$ cat src/svx_pkg.sv
// Shared opcodes, fault codes, read-select codes and item types for the stack machine.
`timescale 1ns / 1ps

package svx_pkg;

  // Instruction codes.
  localparam logic [5:0] OP_LEA  = 6'd0;
  localparam logic [5:0] OP_IMM  = 6'd1;
  localparam logic [5:0] OP_JMP  = 6'd2;
  localparam logic [5:0] OP_CALL = 6'd3;
  localparam logic [5:0] OP_JZ   = 6'd4;
  localparam logic [5:0] OP_JNZ  = 6'd5;
  localparam logic [5:0] OP_ENT  = 6'd6;
  localparam logic [5:0] OP_ADJ  = 6'd7;
  localparam logic [5:0] OP_LEV  = 6'd8;
  localparam logic [5:0] OP_LI   = 6'd9;
  localparam logic [5:0] OP_LC   = 6'd10;
  localparam logic [5:0] OP_SI   = 6'd11;
  localparam logic [5:0] OP_SC   = 6'd12;
  localparam logic [5:0] OP_PUSH = 6'd13;
  localparam logic [5:0] OP_OR   = 6'd14;
  localparam logic [5:0] OP_XOR  = 6'd15;
  localparam logic [5:0] OP_AND  = 6'd16;
  localparam logic [5:0] OP_EQ   = 6'd17;
  localparam logic [5:0] OP_NE   = 6'd18;
  localparam logic [5:0] OP_LT   = 6'd19;
  localparam logic [5:0] OP_GT   = 6'd20;
  localparam logic [5:0] OP_LE   = 6'd21;
  localparam logic [5:0] OP_GE   = 6'd22;
  localparam logic [5:0] OP_SHL  = 6'd23;
  localparam logic [5:0] OP_SHR  = 6'd24;
  localparam logic [5:0] OP_ADD  = 6'd25;
  localparam logic [5:0] OP_SUB  = 6'd26;
  localparam logic [5:0] OP_MUL  = 6'd27;
  localparam logic [5:0] OP_DIV  = 6'd28;
  localparam logic [5:0] OP_MOD  = 6'd29;
  localparam logic [5:0] OP_EXIT = 6'd37;

  // Fault codes.
  localparam logic [1:0] FLT_OK    = 2'd0;
  localparam logic [1:0] FLT_UNSUP = 2'd1;
  localparam logic [1:0] FLT_DIV0  = 2'd2;
  localparam logic [1:0] FLT_ADDR  = 2'd3;

  // Which pointer addresses the first memory read of an instruction.
  localparam logic [1:0] RS_NONE = 2'd0;
  localparam logic [1:0] RS_SP   = 2'd1;
  localparam logic [1:0] RS_BP   = 2'd2;
  localparam logic [1:0] RS_AX   = 2'd3;

  localparam logic [15:0] STACK_TOP_RST = 16'h8000;

  typedef struct packed {
    logic [5:0]  opcode;
    logic [63:0] operand;
    logic [1:0]  rsel;
  } svx_item_t;

  typedef struct packed {
    logic [63:0] acc_value;
    logic [15:0] next_pc;
    logic        halted;
    logic [63:0] exit_value;
    logic [1:0]  fault;
  } svx_res_t;

  // Classifies an opcode by the first memory word it needs.
  function automatic logic [1:0] svx_rsel(input logic [5:0] op);
    logic [1:0] rs;
    unique case (op) inside
      OP_LEV:                       rs = RS_BP;
      OP_LI, OP_LC:                 rs = RS_AX;
      OP_SI, OP_SC, [OP_OR:OP_MOD],
      OP_EXIT:                      rs = RS_SP;
      default:                      rs = RS_NONE;
    endcase
    return rs;
  endfunction

endpackage

$ cat src/svx_ifs.sv
// Valid/ready channel interfaces for instruction items and result items.
`timescale 1ns / 1ps

interface svx_in_if;
  logic               valid;
  logic               ready;
  logic [5:0]         opcode;
  logic signed [63:0] operand;
  modport source (output valid, opcode, operand, input ready);
  modport sink   (input valid, opcode, operand, output ready);
endinterface


$ cat src/svx_front.sv
// Front end: accepts instruction items, classifies them and queues them for the back end.
`timescale 1ns / 1ps

module svx_front
  import svx_pkg::*;
(
  input  logic        clk,
  input  logic        rst_n,
  svx_in_if.sink      in_ch,
  input  logic        busy,
  output svx_item_t   q_item,
  output logic        q_valid,
  input  logic        q_pop
);

  svx_item_t  q_r [2];
  logic       wp_r;
  logic       rp_r;
  logic [1:0] cnt_r;
  logic       push;

  // No transfer while the memory is being cleared or the queue is full.
  assign in_ch.ready = (cnt_r != 2'd2) && !busy;
  assign push        = in_ch.valid && in_ch.ready;
  assign q_valid     = (cnt_r != 2'd0);
  assign q_item      = q_r[rp_r];

  // Queue storage with its classification.
  always_ff @(posedge clk) begin
    if (push) begin
      q_r[wp_r] <= '{opcode: in_ch.opcode, operand: in_ch.operand,
                     rsel: svx_rsel(in_ch.opcode)};
    end
  end

  // Pointers and fill count.
  always_ff @(posedge clk) begin
    if (!rst_n) begin
      wp_r  <= 1'b0;
      rp_r  <= 1'b0;
      cnt_r <= 2'd0;
    end else begin
      if (push) wp_r <= ~wp_r;
      if (q_pop) rp_r <= ~rp_r;
      cnt_r <= cnt_r + {1'b0, push} - {1'b0, q_pop};
    end
  end

endmodule

$ cat src/flat_wrapper.sv
// flat-port wrapper written by rule: the top's interface ports become plain ports
module svx_front_flat import svx_pkg::*;
  (clk, rst_n, busy, q_item, q_valid, q_pop, in_ch_valid, in_ch_opcode, in_ch_operand, in_ch_ready);
  svx_in_if in_ch_i ();
  input  logic clk;
  input  logic rst_n;
  input  logic busy;
  output svx_item_t q_item;
  output logic q_valid;
  input  logic q_pop;
  input wire logic [$bits(in_ch_i.valid)-1:0] in_ch_valid;
  input wire logic [$bits(in_ch_i.opcode)-1:0] in_ch_opcode;
  input wire logic [$bits(in_ch_i.operand)-1:0] in_ch_operand;
  output wire logic [$bits(in_ch_i.ready)-1:0] in_ch_ready;
  assign in_ch_i.valid = in_ch_valid;
  assign in_ch_i.opcode = in_ch_opcode;
  assign in_ch_i.operand = in_ch_operand;
  assign in_ch_ready = in_ch_i.ready;
  svx_front u_core (.clk(clk), .rst_n(rst_n), .in_ch(in_ch_i), .busy(busy), .q_item(q_item), .q_valid(q_valid), .q_pop(q_pop));
endmodule
$ cat config.mk
export PLATFORM = sky130hd
export DESIGN_NAME = svx_front_flat
export DESIGN_NICKNAME = d
export VERILOG_FILES = /design/src/svx_pkg.sv /design/src/svx_ifs.sv /design/src/svx_front.sv /design/src/flat_wrapper.sv
export SDC_FILE = /design/constraint.sdc
export NUM_CORES = 1
export LEC_CHECK = 0
export BUFFER_PORTS_ARGS = -buffer_cell sky130_fd_sc_hd__buf_4
export CORE_MARGIN = 2
export CORE_UTILIZATION = 30
export CTS_CLUSTER_DIAMETER = 200
export DETAILED_ROUTE_END_ITERATION = 8
export GPL_TIMING_DRIVEN = 0
export PLACE_DENSITY_LB_ADDON = 0.15
export SLEW_MARGIN = 20
export SYNTH_ARGS = -nofsm -noshare
export SYNTH_HDL_FRONTEND = slang
export SYNTH_SLANG_ARGS = --single-unit
export TNS_END_PERCENT = 5
$ cat constraint.sdc
create_clock -name clk -period 8.81 [get_ports clk]
set_input_delay 0.4405 -clock clk [delete_from_list [all_inputs] [get_ports clk]]
set_output_delay 0.4405 -clock clk [all_outputs]
set_load 0.03 [all_outputs]
# == After elaboration in Yosys (flattened, before gate mapping) ==
# Memories as Yosys holds them, arrays and structs flattened. A register that Yosys moved wholly into a read port is not among the register bits.
# Cells that the tools add are included.
# op_classes
add_sub_neg,2
order_cmp,2
n_eq_ne,7
n_mux,6
n_bitwise,2
n_reduce_logical,7
# ops
cell,count
6-bit by 4-bit equality test with 1-bit output (second input constant),5
6-bit equality test (second input constant),1
6-bit by 4-bit greater-or-equal comparator with 1-bit output (second input constant),1
6-bit by 5-bit <= comparator with 1-bit output (second input constant),1
2-bit case mux with 3 select lines,1
1-bit 2-to-1 mux,4
4-bit OR reduction,1
1-bit logical AND,3
2-bit by 1-bit adder with 2-bit output,1
2-bit 2-to-1 mux,1
2-bit != test (second input constant),1
1-bit inverter,2
2-bit nonzero test,1
2-bit OR reduction,1
2-bit by 1-bit subtractor with 2-bit output,1
1-bit zero test,1
# word_totals
regBits,4
word_cells,30
in_bits,75
out_inout_bits,74
ram_bits,144
memories,1
# mem_list
memory,depth,word_bits,rd,rd_ports_with_merged_regs,write_ports,line,rtl
u_core.q_r,2,72,1,1,1,svx_front.sv:16,svx_item_t q_r [2];

# == Depth between registers and ports, before layout ==
# Gate-level depths: netlist of run 1.
# depth
word_depth,5
ltp_mapped,6
ltp_nobuf,6

# == Worst setup path after synthesis of run 1 ==
# OpenSTA, ideal clock, no wires.
# synth_path
kind,input to register
from,input port busy
to,memory u_core.q_r[0][0] (netlist bit) (enable)
n_path_buf,0
t_arrival_ns,3.945
path_stages,2
setup_ns,0.511
required_time_ns,8.299
path_slack_ns,4.354
cell_sequence,nor3b_2 -> nor2b_1
# synth_via
elab_chain_cells,5
# synth_lines
item,line,rtl
"start, declared",flat_wrapper.sv:7,input logic busy;
1-bit zero test,svx_front.sv:23,assign in_ch.ready = (cnt_r != 2'd2) && !busy;
1-bit logical AND,svx_front.sv:23,
1-bit logical AND,svx_front.sv:24,assign push = in_ch.valid && in_ch.ready;
1-bit 2-to-1 mux,svx_front.sv:30,if (push) begin
1-bit 2-to-1 mux (not written as such),svx_front.sv:31,"q_r[wp_r] <= '{opcode: in_ch.opcode, operand: in_ch.operand,"
"end, declared",svx_front.sv:16,
# Every way passes these cells.

# == Worst setup path after layout of run 1 ==
# layout_path
from,register u_core.cnt_r[1]
to,memory u_core.q_r[0][35] (netlist bit) (enable)
# layout_via
elab_chain_cells,5
# layout_lines
item,line,rtl
"start, declared",svx_front.sv:19,logic [1:0] cnt_r;
"start signal, assigned",svx_front.sv:45,"cnt_r <= cnt_r + {1'b0, push} - {1'b0, q_pop};"
2-bit != test,svx_front.sv:23,
1-bit logical AND,svx_front.sv:23,
1-bit logical AND,svx_front.sv:24,
named net u_core.push,svx_front.sv:20,logic push;
1-bit 2-to-1 mux,svx_front.sv:30,
1-bit 2-to-1 mux (not written as such),svx_front.sv:31,
# The timed path passes the listed nets, and every way through them passes these cells.

==> metrics.log, run 1 <==
INFO  metric status = finished clean
INFO  metric layout-drive-gt1-share = 0.604
INFO  metric cell_chosen_for_the_clock_root = sky130_fd_sc_hd__clkbuf_16
INFO  metric port_buffers = 148
INFO  metric rsz0062_at_grt = false
INFO  metric synth_top_area_frac = 0.781
INFO  metric tritoncts_num_sinks = 149
INFO  metric final_area = 7710 um^2
INFO  metric dp_hpwl = 7140 um
INFO  metric yosysSeqAreaShare = 0.799
INFO  metric synth_fp_nets = 337
INFO  metric std_cell_rows = 49
INFO  metric slew_violations = 0
INFO  metric detailed_place.area = 7080 um^2
INFO  metric ys_async_sr_fraction = 0
INFO  metric globalRouteTotalUtil = 0.113
INFO  metric p_leak = 2.84 nW
INFO  metric setup-violations-final = 0
INFO  metric cts_max_level = 4
INFO  metric routedWlPerCell = 16.0 um
INFO  metric initial_utilization = 0.307
INFO  metric global_route_wire_length_before_repair = 16700 um
INFO  metric place.gp.congestion = 0.662
INFO  metric max_freq = 468 MHz
INFO  metric finalWorstPathRequiredPeriod = 2.14 ns
INFO  metric ant_nets = 0
INFO  metric finalNetCount = 509
INFO  metric synth-edff-count = 144
INFO  metric worst_max_slew_pin_slew = 0.573 ns
INFO  metric synth.top_cells.by_area = sky130_fd_sc_hd__edfxtp_1 (78%), sky130_fd_sc_hd__mux2_2 (15%), sky130_fd_sc_hd__dfxtp_1 (1.8%)
INFO  metric grt_start_max_net_pins = 42
INFO  metric via_count = 2923
INFO  metric clk_pin_slew = 0.06 ns
INFO  metric worstSetupStartpointType = flop
INFO  metric max-clock-path-buffers = 2
INFO  metric timing.critical_path.arrival = 2.26 ns
INFO  metric worst_skew_pair.late_latency = 0.41 ns
INFO  metric detail_route.vias_per_cell = 4.34
INFO  metric first_iteration_detailed_routing_drc_count = 105
INFO  metric fillCellCount = 1633
INFO  metric min-delay-path-class = in2reg
INFO  metric ios = 149
INFO  metric mappedNetlistArea = 5530 um^2
INFO  metric drc = 0
INFO  metric timing.max_slew.rel_slack = 0.617
INFO  metric die_y = 140 um
INFO  metric finalHoldViolCount = 0
INFO  metric antenna_cells_inserted = 0
INFO  metric synth.ff_latch_count = 149
INFO  metric synth.top_cells.by_count = sky130_fd_sc_hd__edfxtp_1 (144), sky130_fd_sc_hd__mux2_2 (72), sky130_fd_sc_hd__buf_6 (7)
INFO  metric cts_made_buffers = 17
INFO  metric cts_tree = done
INFO  metric grt_remaining_overflow = 0
INFO  metric post_synth_inst_count = 260
INFO  metric worst_setup_path_end_kind = flop
INFO  metric final-instance-count-excl-fill = 674
INFO  metric setup_total_negative_slack = 0 ns
INFO  metric critPathRequiredTime = 8.93 ns
INFO  metric post-layout-total-power = 1.89 mW
INFO  metric finalWirelength = 10800 um
INFO  metric cts_repair_resize_count = 0
INFO  metric holdBufCountCts = 0
INFO  metric post-route-period-util = 0.243
INFO  metric timing.clock.skew = 0.00654 ns
INFO  metric postCtsSetupRepairBufs = 0
INFO  metric ys_warn_count = 0
INFO  metric synth_top_area_cell = sky130_fd_sc_hd__edfxtp_1
INFO  metric critical_path_class = reg2reg
INFO  metric synthFlopType = sky130_fd_sc_hd__edfxtp_1
INFO  metric die-width = 140 um
INFO  metric synth_cell_type_count = 24
INFO  metric synthMostInstantiatedCell = sky130_fd_sc_hd__edfxtp_1
INFO  metric place_inst = 642
INFO  metric grt_antenna_before_repair = 0
INFO  metric vdd.ir_drop.worst = 0.000135 V
INFO  metric core_area = 18000 um^2
INFO  metric avgSynthCellArea = 21.3 um^2
INFO  metric firstDrtPassIters = 4
INFO  metric max_cap_violations = 0
INFO  metric design.die.area = 19500 um^2
INFO  metric timing.critical_path.fanout_max = 17
INFO  metric power-per-cell-area = 245 nW/um^2
INFO  metric first_global_vias = 3246
INFO  metric area.growth.synth_to_final = 39.3%
## final cells by class
type | count | area, um^2 | share of cell area
plain buffers | 8 | 86.3 | 0.0112
clock buffers | 17 | 425 | 0.0552
clock inverters | 15 | 203 | 0.0263
inverters | 4 | 15.0 | 0.00195
multi-input cells | 99 | 1020 | 0.132
flip-flops and latches | 149 | 4420 | 0.574
well taps | 229 | 287 | 0.0372
repair buffers | 153 | 1250 | 0.162
## cells in the final DEF (no fill, tap or decap), types with 3 or more instances in the layout
cell type	n
sky130_fd_sc_hd__buf_4	149
sky130_fd_sc_hd__edfxtp_1	144
sky130_fd_sc_hd__mux2_2	72
sky130_fd_sc_hd__clkbuf_16	17
sky130_fd_sc_hd__buf_6	7
sky130_fd_sc_hd__and2_1	5
sky130_fd_sc_hd__dfxtp_1	5
sky130_fd_sc_hd__clkinvlp_4	5
sky130_fd_sc_hd__buf_16	5
sky130_fd_sc_hd__inv_1	4
sky130_fd_sc_hd__bufinv_16	4
sky130_fd_sc_hd__inv_6	3
## registers in the layout, summed over array words and instances, names as in the netlist, named ones only
register / count
u_core.cnt_r: 2
u_core.rp_r: 1
u_core.q_r: 144
u_core.wp_r: 1
## worst paths after layout
path / start / endpoint / slack, ns / depth (start not counted)
min reg2reg: u_core.wp_r / u_core.wp_r / 0.51 / 2
max reg2reg: u_core.cnt_r[1] / u_core.q_r[0][35] / 6.67 / 5
max: u_core.cnt_r[1] / u_core.q_r[0][35] / 6.67 / 5
min: in_ch_operand[62] / u_core.q_r[1][64] / 0.21 / 1
## cell families (layout without fill, tap and decap cells)
group                    Yosys count  after routing  synth area share
flip-flops                       149            149             0.799
multiplexers                      73             73             0.148
AND/OR/NAND/NOR                   17             17            0.0197
buffers and inverters             12            197            0.0183
AO/OA/AOI/OAI                      4              4           0.00497
XOR/XNOR                           3              3           0.00475
adder cells (fa/ha/maj)            2              2           0.00452
## layer usage
metal	vias up	global-route usage	wire length, um
met2	86	0.187	5570
met5	-	0	0
met4	0	0.0542	179
met3	15	0.0430	670
met1	1452	0.129	4350
li1	1370	-	-
## worst max-delay path: stages (launching register included)
cell and delay [ns]:
sky130_fd_sc_hd__dfxtp_1 0.33, sky130_fd_sc_hd__nor2b_1 0.16, sky130_fd_sc_hd__nor3b_2 0.35, sky130_fd_sc_hd__nor2b_4 0.59, sky130_fd_sc_hd__buf_16 0.23, sky130_fd_sc_hd__buf_16 0.17
## per-stage QoR
stage	setup WS (ns)	utilization	hold slack (ns)
after CTS	6.64	0.428	0.182
final	6.67	0.428	0.205
after floorplan	4.35	-	0.451
after global placement	1.96	0.385	0.462
after detailed placement	6.55	0.393	0.511
after global routing	6.51	0.428	0.182
## where the power goes
group	switching, mW	internal (mW)	total, mW	leakage, nW
clock	0.287	0.476	0.763	0.292
sequential	0.00921	0.824	0.833	1.36
combinational	0.162	0.132	0.294	1.19
Power figures use the tool's default switching activity.
==> run 2: changes to the inputs <==
- ABC_AREA: unset -> 1
- clock period: 8.81 -> 2.05 ns (I/O delays scaled with it)
==> metrics.log, run 2 <==
INFO  metric grt_start_max_net_pins = 30 (-29%)
INFO  metric clk_pin_slew = 0.06 ns (about the same)
INFO  metric whs_path_depth = 5 (+4)
INFO  metric layout.cells.most_common = sky130_fd_sc_hd__buf_4
INFO  metric rsz0062_at_grt = false
INFO  metric die_y = 144 um (+3.1%)
INFO  metric timing.max_slew.rel_slack = 0.603 (-0.0139)
INFO  metric layout-drive-gt1-share = 0.491 (-0.114)
INFO  metric worst_max_slew_pin_slew = 0.592 ns (+0.0188 ns)
INFO  metric detail_route.vias_per_cell = 4.06 (-6.3%)
INFO  metric grt_antenna_before_repair = 0 (unchanged)
INFO  metric synth.top_cells.by_count = sky130_fd_sc_hd__edfxtp_1 (144), sky130_fd_sc_hd__mux2_4 (70), sky130_fd_sc_hd__nand2_1 (14)
INFO  metric post_synth_inst_count = 282 (+8.5%)
INFO  metric synthFlopType = sky130_fd_sc_hd__edfxtp_1
INFO  metric finalHoldViolCount = 0 (unchanged)
INFO  metric cts_made_buffers = 17 (unchanged)
INFO  metric globalRouteTotalUtil = 0.114 (+0.000516)
INFO  metric post_route_met1_wirelength = 4770 um (+9.5%)
INFO  metric max_cap_violations = 0 (unchanged)
INFO  metric post-route-util = 0.457 (+0.0290)
INFO  metric place_ws = 0.151 ns (-6.40 ns)
INFO  metric post-route-period-util = 0.846 (+0.603)
INFO  metric mostFrequentLayoutCells = sky130_fd_sc_hd__buf_4 (148), sky130_fd_sc_hd__edfxtp_1 (144), sky130_fd_sc_hd__dlygate4sd3_1 (72), sky130_fd_sc_hd__mux2_4 (70), sky130_fd_sc_hd__clkbuf_16 (17)
INFO  metric synth.ff_latch_count = 149 (unchanged)
INFO  metric timing.clock.skew = 0.0101 ns (+0.00354 ns)
INFO  metric synth-edff-count = 144 (unchanged)
INFO  metric cts_tree = done
INFO  metric post-layout-total-power = 8.17 mW (+330%)
INFO  metric met3_length = 631 um (-5.8%)
INFO  metric critPathRequiredTime = 2.21 ns (-6.72 ns)
INFO  metric synth_fp_nets = 359 (+6.5%)
INFO  metric global_route_wire_length_before_repair = 17500 um (+4.6%)
INFO  metric cts_max_level = 4 (unchanged)
INFO  metric hold_path_end = u_core.wp_r
INFO  metric die-width = 144 um (+3.1%)
INFO  metric synth_top_area_frac = 0.734 (-0.0473)
INFO  metric place.gp.congestion = 0.695 (+5.1%)
INFO  metric via_count = 3271 (+12%)
INFO  metric largest_register_ffs = 144 (unchanged)
INFO  metric critical_path_class = reg2reg
INFO  metric r2r_start = u_core.cnt_r[0]
INFO  metric slew_violations = 0 (unchanged)
INFO  metric status = finished clean
INFO  metric cts_repair_resize_count = 0 (unchanged)
INFO  metric mappedNetlistArea = 5890 um^2 (+6.4%)
INFO  metric setup-violations-final = 0 (unchanged)
INFO  metric min-delay-path-class = in2reg
INFO  metric cell_chosen_for_the_clock_root = sky130_fd_sc_hd__clkbuf_16
INFO  metric worstSetupStartpointType = flop
INFO  metric max-clock-path-buffers = 2 (unchanged)
INFO  metric antenna_cells_inserted = 0 (unchanged)
INFO  metric ys_async_sr_fraction = 0 (unchanged)
INFO  metric port_buffers = 148 (unchanged)
INFO  metric max_flop_register = u_core.q_r
INFO  metric routed-wl-met2 = 5950 um (+6.8%)
INFO  metric finalWirelength = 11600 um (+7.6%)
INFO  metric worst_setup_path_end_kind = flop
INFO  metric tritoncts_num_sinks = 149 (unchanged)
INFO  metric setup_total_negative_slack = 0 ns (unchanged)
INFO  metric area.growth.synth_to_final = 49.9%
INFO  metric synth.top_cells.by_area = sky130_fd_sc_hd__edfxtp_1 (73%), sky130_fd_sc_hd__mux2_4 (18%), sky130_fd_sc_hd__buf_12 (2.4%)
INFO  metric core_area = 19300 um^2 (+7.3%)
INFO  metric worstRegToRegCells = 5 (unchanged)
INFO  metric synth_cell_type_count = 17 (-29%)
INFO  metric crit-reg2reg-capture = u_core.q_r[1][49]
INFO  metric synth_top_area_cell = sky130_fd_sc_hd__edfxtp_1
INFO  metric vdd.ir_drop.worst = 0.000543 V (+300%)
INFO  metric timing.hold.worst.start = in_ch_valid
INFO  metric hold_ws = 0.100 ns (-0.105 ns)
INFO  metric first_iteration_detailed_routing_drc_count = 122 (+16%)
INFO  metric regToRegSetupSlack = 0.32 ns (-6.36 ns)
INFO  metric ios = 149 (unchanged)
INFO  metric first_global_vias = 3411 (+5.1%)
INFO  metric design.die.area = 20800 um^2 (+6.3%)
INFO  metric ant_nets = 0 (unchanged)
INFO  metric max_freq = 577 MHz (+23%)
INFO  metric power-per-cell-area = 926 nW/um^2 (+280%)
INFO  metric yosysSeqAreaShare = 0.751 (-0.0484)
INFO  metric firstDrtPassIters = 4 (unchanged)
INFO  metric dp_hpwl = 7700 um (+7.7%)
INFO  metric largest_registers = u_core.q_r x144, u_core.cnt_r x2
INFO  metric ys_warn_count = 0 (unchanged)
INFO  metric finalWorstPathRequiredPeriod = 1.73 ns (-0.403 ns)
INFO  metric avgSynthCellArea = 20.9 um^2 (-1.9%)
INFO  metric timing.critical_path.fanout_max = 29 (+12)
INFO  metric finalNetCount = 604 (+19%)
INFO  metric p_leak = 3.50 nW (+23%)
INFO  metric worst_skew_pair.late_latency = 0.41 ns (about the same)
INFO  metric setup_slack = 0.316 ns (-6.36 ns)
INFO  metric initial_utilization = 0.305 (-0.00236)
INFO  metric synthMostInstantiatedCell = sky130_fd_sc_hd__edfxtp_1
INFO  metric timing.critical_path.arrival = 1.89 ns (-0.37 ns)
INFO  metric highest_layer = met4
INFO  metric std_cell_rows = 51 (+4.1%)
INFO  metric grt_remaining_overflow = 0 (unchanged)
INFO  metric routedWlPerCell = 14.4 um (-9.9%)
INFO  metric drc = 0 (unchanged)
run 2: worst max-delay path, stage by stage, from the launching register on:
cell and delay [ns]:
sky130_fd_sc_hd__dfxtp_1 0.31, sky130_fd_sc_hd__inv_1 0.09, sky130_fd_sc_hd__nand2_1 0.09, sky130_fd_sc_hd__nand4_1 0.21, sky130_fd_sc_hd__clkinvlp_4 0.42, sky130_fd_sc_hd__buf_12 0.31
run 2: layout make-up:
class	instances	area, um^2
Timing Repair inverter	1	5.00
Timing Repair Buffer	225	1950
Multi-Input combinational cell	112	1280
Fill cell	1716	10500
Clock inverter	11	198
Sequential cell	149	4420
Clock buffer	21	440
Buffer	8	151
Tap cell	265	332
Inverter	13	52.6
run 2: worst max-delay path by stage:
stage | start | endpoint | slack (ns) | cells after the start
floorplan | u_core.cnt_r[0] | u_core.q_r[0][0] | 0.005 | 4
global placement | u_core.cnt_r[1] | u_core.q_r[1][45] | -0.82 | 3
detailed placement | u_core.cnt_r[1] | u_core.q_r[1][50] | 0.15 | 4
CTS | u_core.cnt_r[1] | u_core.q_r[1][32] | 0.13 | 4
global route | u_core.cnt_r[0] | u_core.q_r[1][71] | 0.18 | 4
finish | u_core.cnt_r[0] | u_core.q_r[1][49] | 0.32 | 5
run 2: routing by layer:
layer / up-vias / GRT usage
li1: 1573 / -
met1: 1586 / 0.131
met2: 93 / 0.191
met3: 19 / 0.0358
met4: 0 / 0.0573
met5: - / 0
run 2: where the power goes:
part           switching [mW]  internal [mW]  total (mW)
Sequential             0.0391           3.51        3.55
Combinational           0.626          0.633        1.26
Clock                    1.20           2.17        3.37
run 2: cells by family after synthesis:
family | Yosys count | synth area share
AOI/OAI and AO/OA | 3 | 0.00255
xor gates and xnor gates | 1 | 0.00149
adders and majority gates | 2 | 0.00425
buffers and inverters | 21 | 0.0340
DFF | 149 | 0.751
muxes | 72 | 0.182
and+or+nand+nor | 34 | 0.0244
run 2: per-stage QoR:
stage	instances	area, um^2
finish	805	8830
global route	805	8830
CTS	804	8820
detailed placement	700	7460
global placement	695	7350
floorplan	282	5910
run 2: timing repair:
item                                   4_1_cts  5_1_grt
endpoints found under the hold margin      145        0
setup endpoints to repair                    0        4
setup buffers                                0        0
hold buffers                                72        0
==> run 3: changes to the inputs <==
- clock period: 2.05 -> 1.7 ns (I/O delays scaled with it)
==> metrics.log, run 3 (synthesized netlist as in run 2, its figures left out) <==
INFO  metric place.gp.congestion = 0.676 (-2.8%)
INFO  metric cts_made_buffers = 17 (unchanged)
INFO  metric layout.cells.most_common = sky130_fd_sc_hd__edfxtp_1
INFO  metric grt_antenna_before_repair = 0 (unchanged)
INFO  metric grt_remaining_overflow = 0 (unchanged)
INFO  metric globalRouteTotalUtil = 0.112 (-0.00159)
INFO  metric p_leak = 3.62 nW (+3.5%)
INFO  metric die-width = 144 um (unchanged)
INFO  metric routedWlPerCell = 14.5 um (+0.68%)
INFO  metric worst_skew_pair.late_latency = 0.41 ns (about the same)
INFO  metric clk_pin_slew = 0.06 ns (about the same)
INFO  metric grt_start_max_net_pins = 30 (unchanged)
INFO  metric timing.max_slew.rel_slack = 0.845 (+0.242)
INFO  metric fillCellCount = 1694 (-1.3%)
INFO  metric max_flop_register = u_core.q_r
INFO  metric max_cap_violations = 0 (unchanged)
INFO  metric firstDrtPassIters = 4 (unchanged)
INFO  metric cts_tree = done
INFO  metric cts_max_level = 4 (unchanged)
INFO  metric die_y = 144 um (unchanged)
INFO  metric largest_register_ffs = 144 (unchanged)
INFO  metric setup_slack = 0.0581 ns (-0.258 ns)
INFO  metric setup-violations-final = 0 (unchanged)
INFO  metric timing.critical_path.arrival = 1.56 ns (-0.33 ns)
INFO  metric power-per-cell-area = 1060 nW/um^2 (+15%)
INFO  metric slew_violations = 0 (unchanged)
INFO  metric max_freq = 609 MHz
INFO  metric tritoncts_num_sinks = 149 (unchanged)
INFO  metric dp_hpwl = 7840 um (+1.9%)
INFO  metric hold_ws = 0.0724 ns (-0.0275 ns)
INFO  metric critical_path_class = reg2out
INFO  metric detail_route.vias_per_cell = 4.03 (-0.74%)
INFO  metric worstSetupStartpointType = flop
INFO  metric finalWorstPathRequiredPeriod = 1.64 ns
INFO  metric critical-path-slowest-cell = sky130_fd_sc_hd__dfxtp_2
INFO  metric rsz0062_at_grt = true
INFO  metric critPathRequiredTime = 1.62 ns (-0.59 ns)
INFO  metric critical_path.max_stage_delay = 0.34 ns (-0.08 ns)
INFO  metric finalWirelength = 11800 um (+1.6%)
INFO  metric timing.critical_path.fanout_max = 10 (-66%)
INFO  metric place_ws = -0.197 ns (-0.348 ns)
INFO  metric vdd.ir_drop.worst = 0.000645 V (+19%)
INFO  metric first_iteration_detailed_routing_drc_count = 90 (-26%)
INFO  metric max-clock-path-buffers = 2 (unchanged)
INFO  metric cell_chosen_for_the_clock_root = sky130_fd_sc_hd__clkbuf_16
INFO  metric min-delay-path-class = in2reg
INFO  metric ant_nets = 0 (unchanged)
INFO  metric ios = 149 (unchanged)
INFO  metric mostFrequentLayoutCells = sky130_fd_sc_hd__edfxtp_1 (144), sky130_fd_sc_hd__buf_4 (86), sky130_fd_sc_hd__dlygate4sd3_1 (72), sky130_fd_sc_hd__mux2_4 (70), sky130_fd_sc_hd__buf_6 (70)
INFO  metric largest_registers = u_core.q_r x144, u_core.cnt_r x2
INFO  metric worst_setup_path_end_kind = output port
INFO  metric port_buffers = 148 (unchanged)
INFO  metric timing.clock.skew = 0.0102 ns (+0.000146 ns)
INFO  metric area.growth.synth_to_final = 55.2%
INFO  metric cp_cell_sequence = buf_12 -> buf_12 -> mux2_4 -> buf_6
INFO  metric finalHoldViolCount = 0 (unchanged)
INFO  metric final_area = 9140 um^2 (+3.6%)
INFO  metric initial_utilization = 0.305 (unchanged)
INFO  metric worst_max_slew_pin_slew = 0.231 ns (-0.361 ns)
INFO  metric design.die.area = 20800 um^2 (unchanged)
INFO  metric post-route-util = 0.473 (+0.0163)
INFO  metric drc = 0 (unchanged)
INFO  metric post-route-period-util = 0.966
INFO  metric post-layout-total-power = 9.70 mW (+19%)
INFO  metric detailed_place.area = 7500 um^2 (+0.52%)
INFO  metric status = finished clean
INFO  metric first_global_vias = 3379 (-0.94%)
INFO  metric core_area = 19300 um^2 (unchanged)
INFO  metric via_count = 3275 (+0.12%)
INFO  metric layout-drive-gt1-share = 0.508 (+0.0175)
INFO  metric antenna_cells_inserted = 0 (unchanged)
INFO  metric critical_path.most_common_cell = sky130_fd_sc_hd__buf_12
INFO  metric std_cell_rows = 51 (unchanged)
INFO  metric global_route_wire_length_before_repair = 17200 um (-1.7%)
INFO  metric finalNetCount = 612 (+1.3%)
==> run 3: power breakdown <==
part           total, mW  switching (mW)  internal [mW]
combinational       1.67           0.790          0.884
sequential          4.28          0.0488           4.23
clock               3.74            1.44           2.29
total               9.70            2.28           7.41
==> run 3: layout make-up <==
type                    instances  area, um^2  area share
plain buffers                   8         160      0.0175
repair buffers                234        2300       0.252
clock buffers                  18         429      0.0469
flip-flops and latches        149        4430       0.484
clock inverters                13         156      0.0171
inverters                      13        52.6     0.00575
multi-input cells             112        1280       0.140
well taps                     265         332      0.0363
==> run 3: through the flow <==
step / TNS [ns] / std cells
2_1_floorplan: -46.20 / 282
3_3_place_gp: -167.02 / 695
3_5_place_dp: -7.22 / 701
4_1_cts: -1.74 / 805
5_1_grt: -0.146 / 812
6_report: 0 / 812
==> run 3: worst paths after layout <==
kind / from / to / slack, ns / cells after the start
min reg2reg: u_core.rp_r / flop / 0.50 / 2
max reg2reg: u_core.cnt_r[0] / u_core.q_r[0][13] / 0.15 / 7
max: flop / q_item[17] / 0.06 / 4
min: in_ch_valid / u_core.wp_r / 0.07 / 5
==> run 3: critical path: cells and delay by family (launching register included) <==
kind / cells / cell delay [ns]
multiplexers: 1 / 0.32
buffers and inverters: 3 / 0.48
flip-flops: 1 / 0.34
==> run 3: repair_timing <==
action                                  4_1_cts  5_1_grt
resized for setup                            15       59
hold endpoints to repair                    145        0
endpoints found under the setup margin      172      126
pin swaps                                     1        0
buffers inserted                              1        7
hold buffers                                 72        0
==> run 3: per-layer routing <==
metal | vias to the layer above | part of all wire | routed length (um) | global-route usage
li1 | 1584 | - | - | -
met1 | 1576 | 0.43 | 5030 | 0.131
met2 | 104 | 0.49 | 5810 | 0.187
met3 | 11 | 0.069 | 812 | 0.0437
met4 | 0 | 0.010 | 123 | 0.0397
met5 | - | 0 | 0 | 0
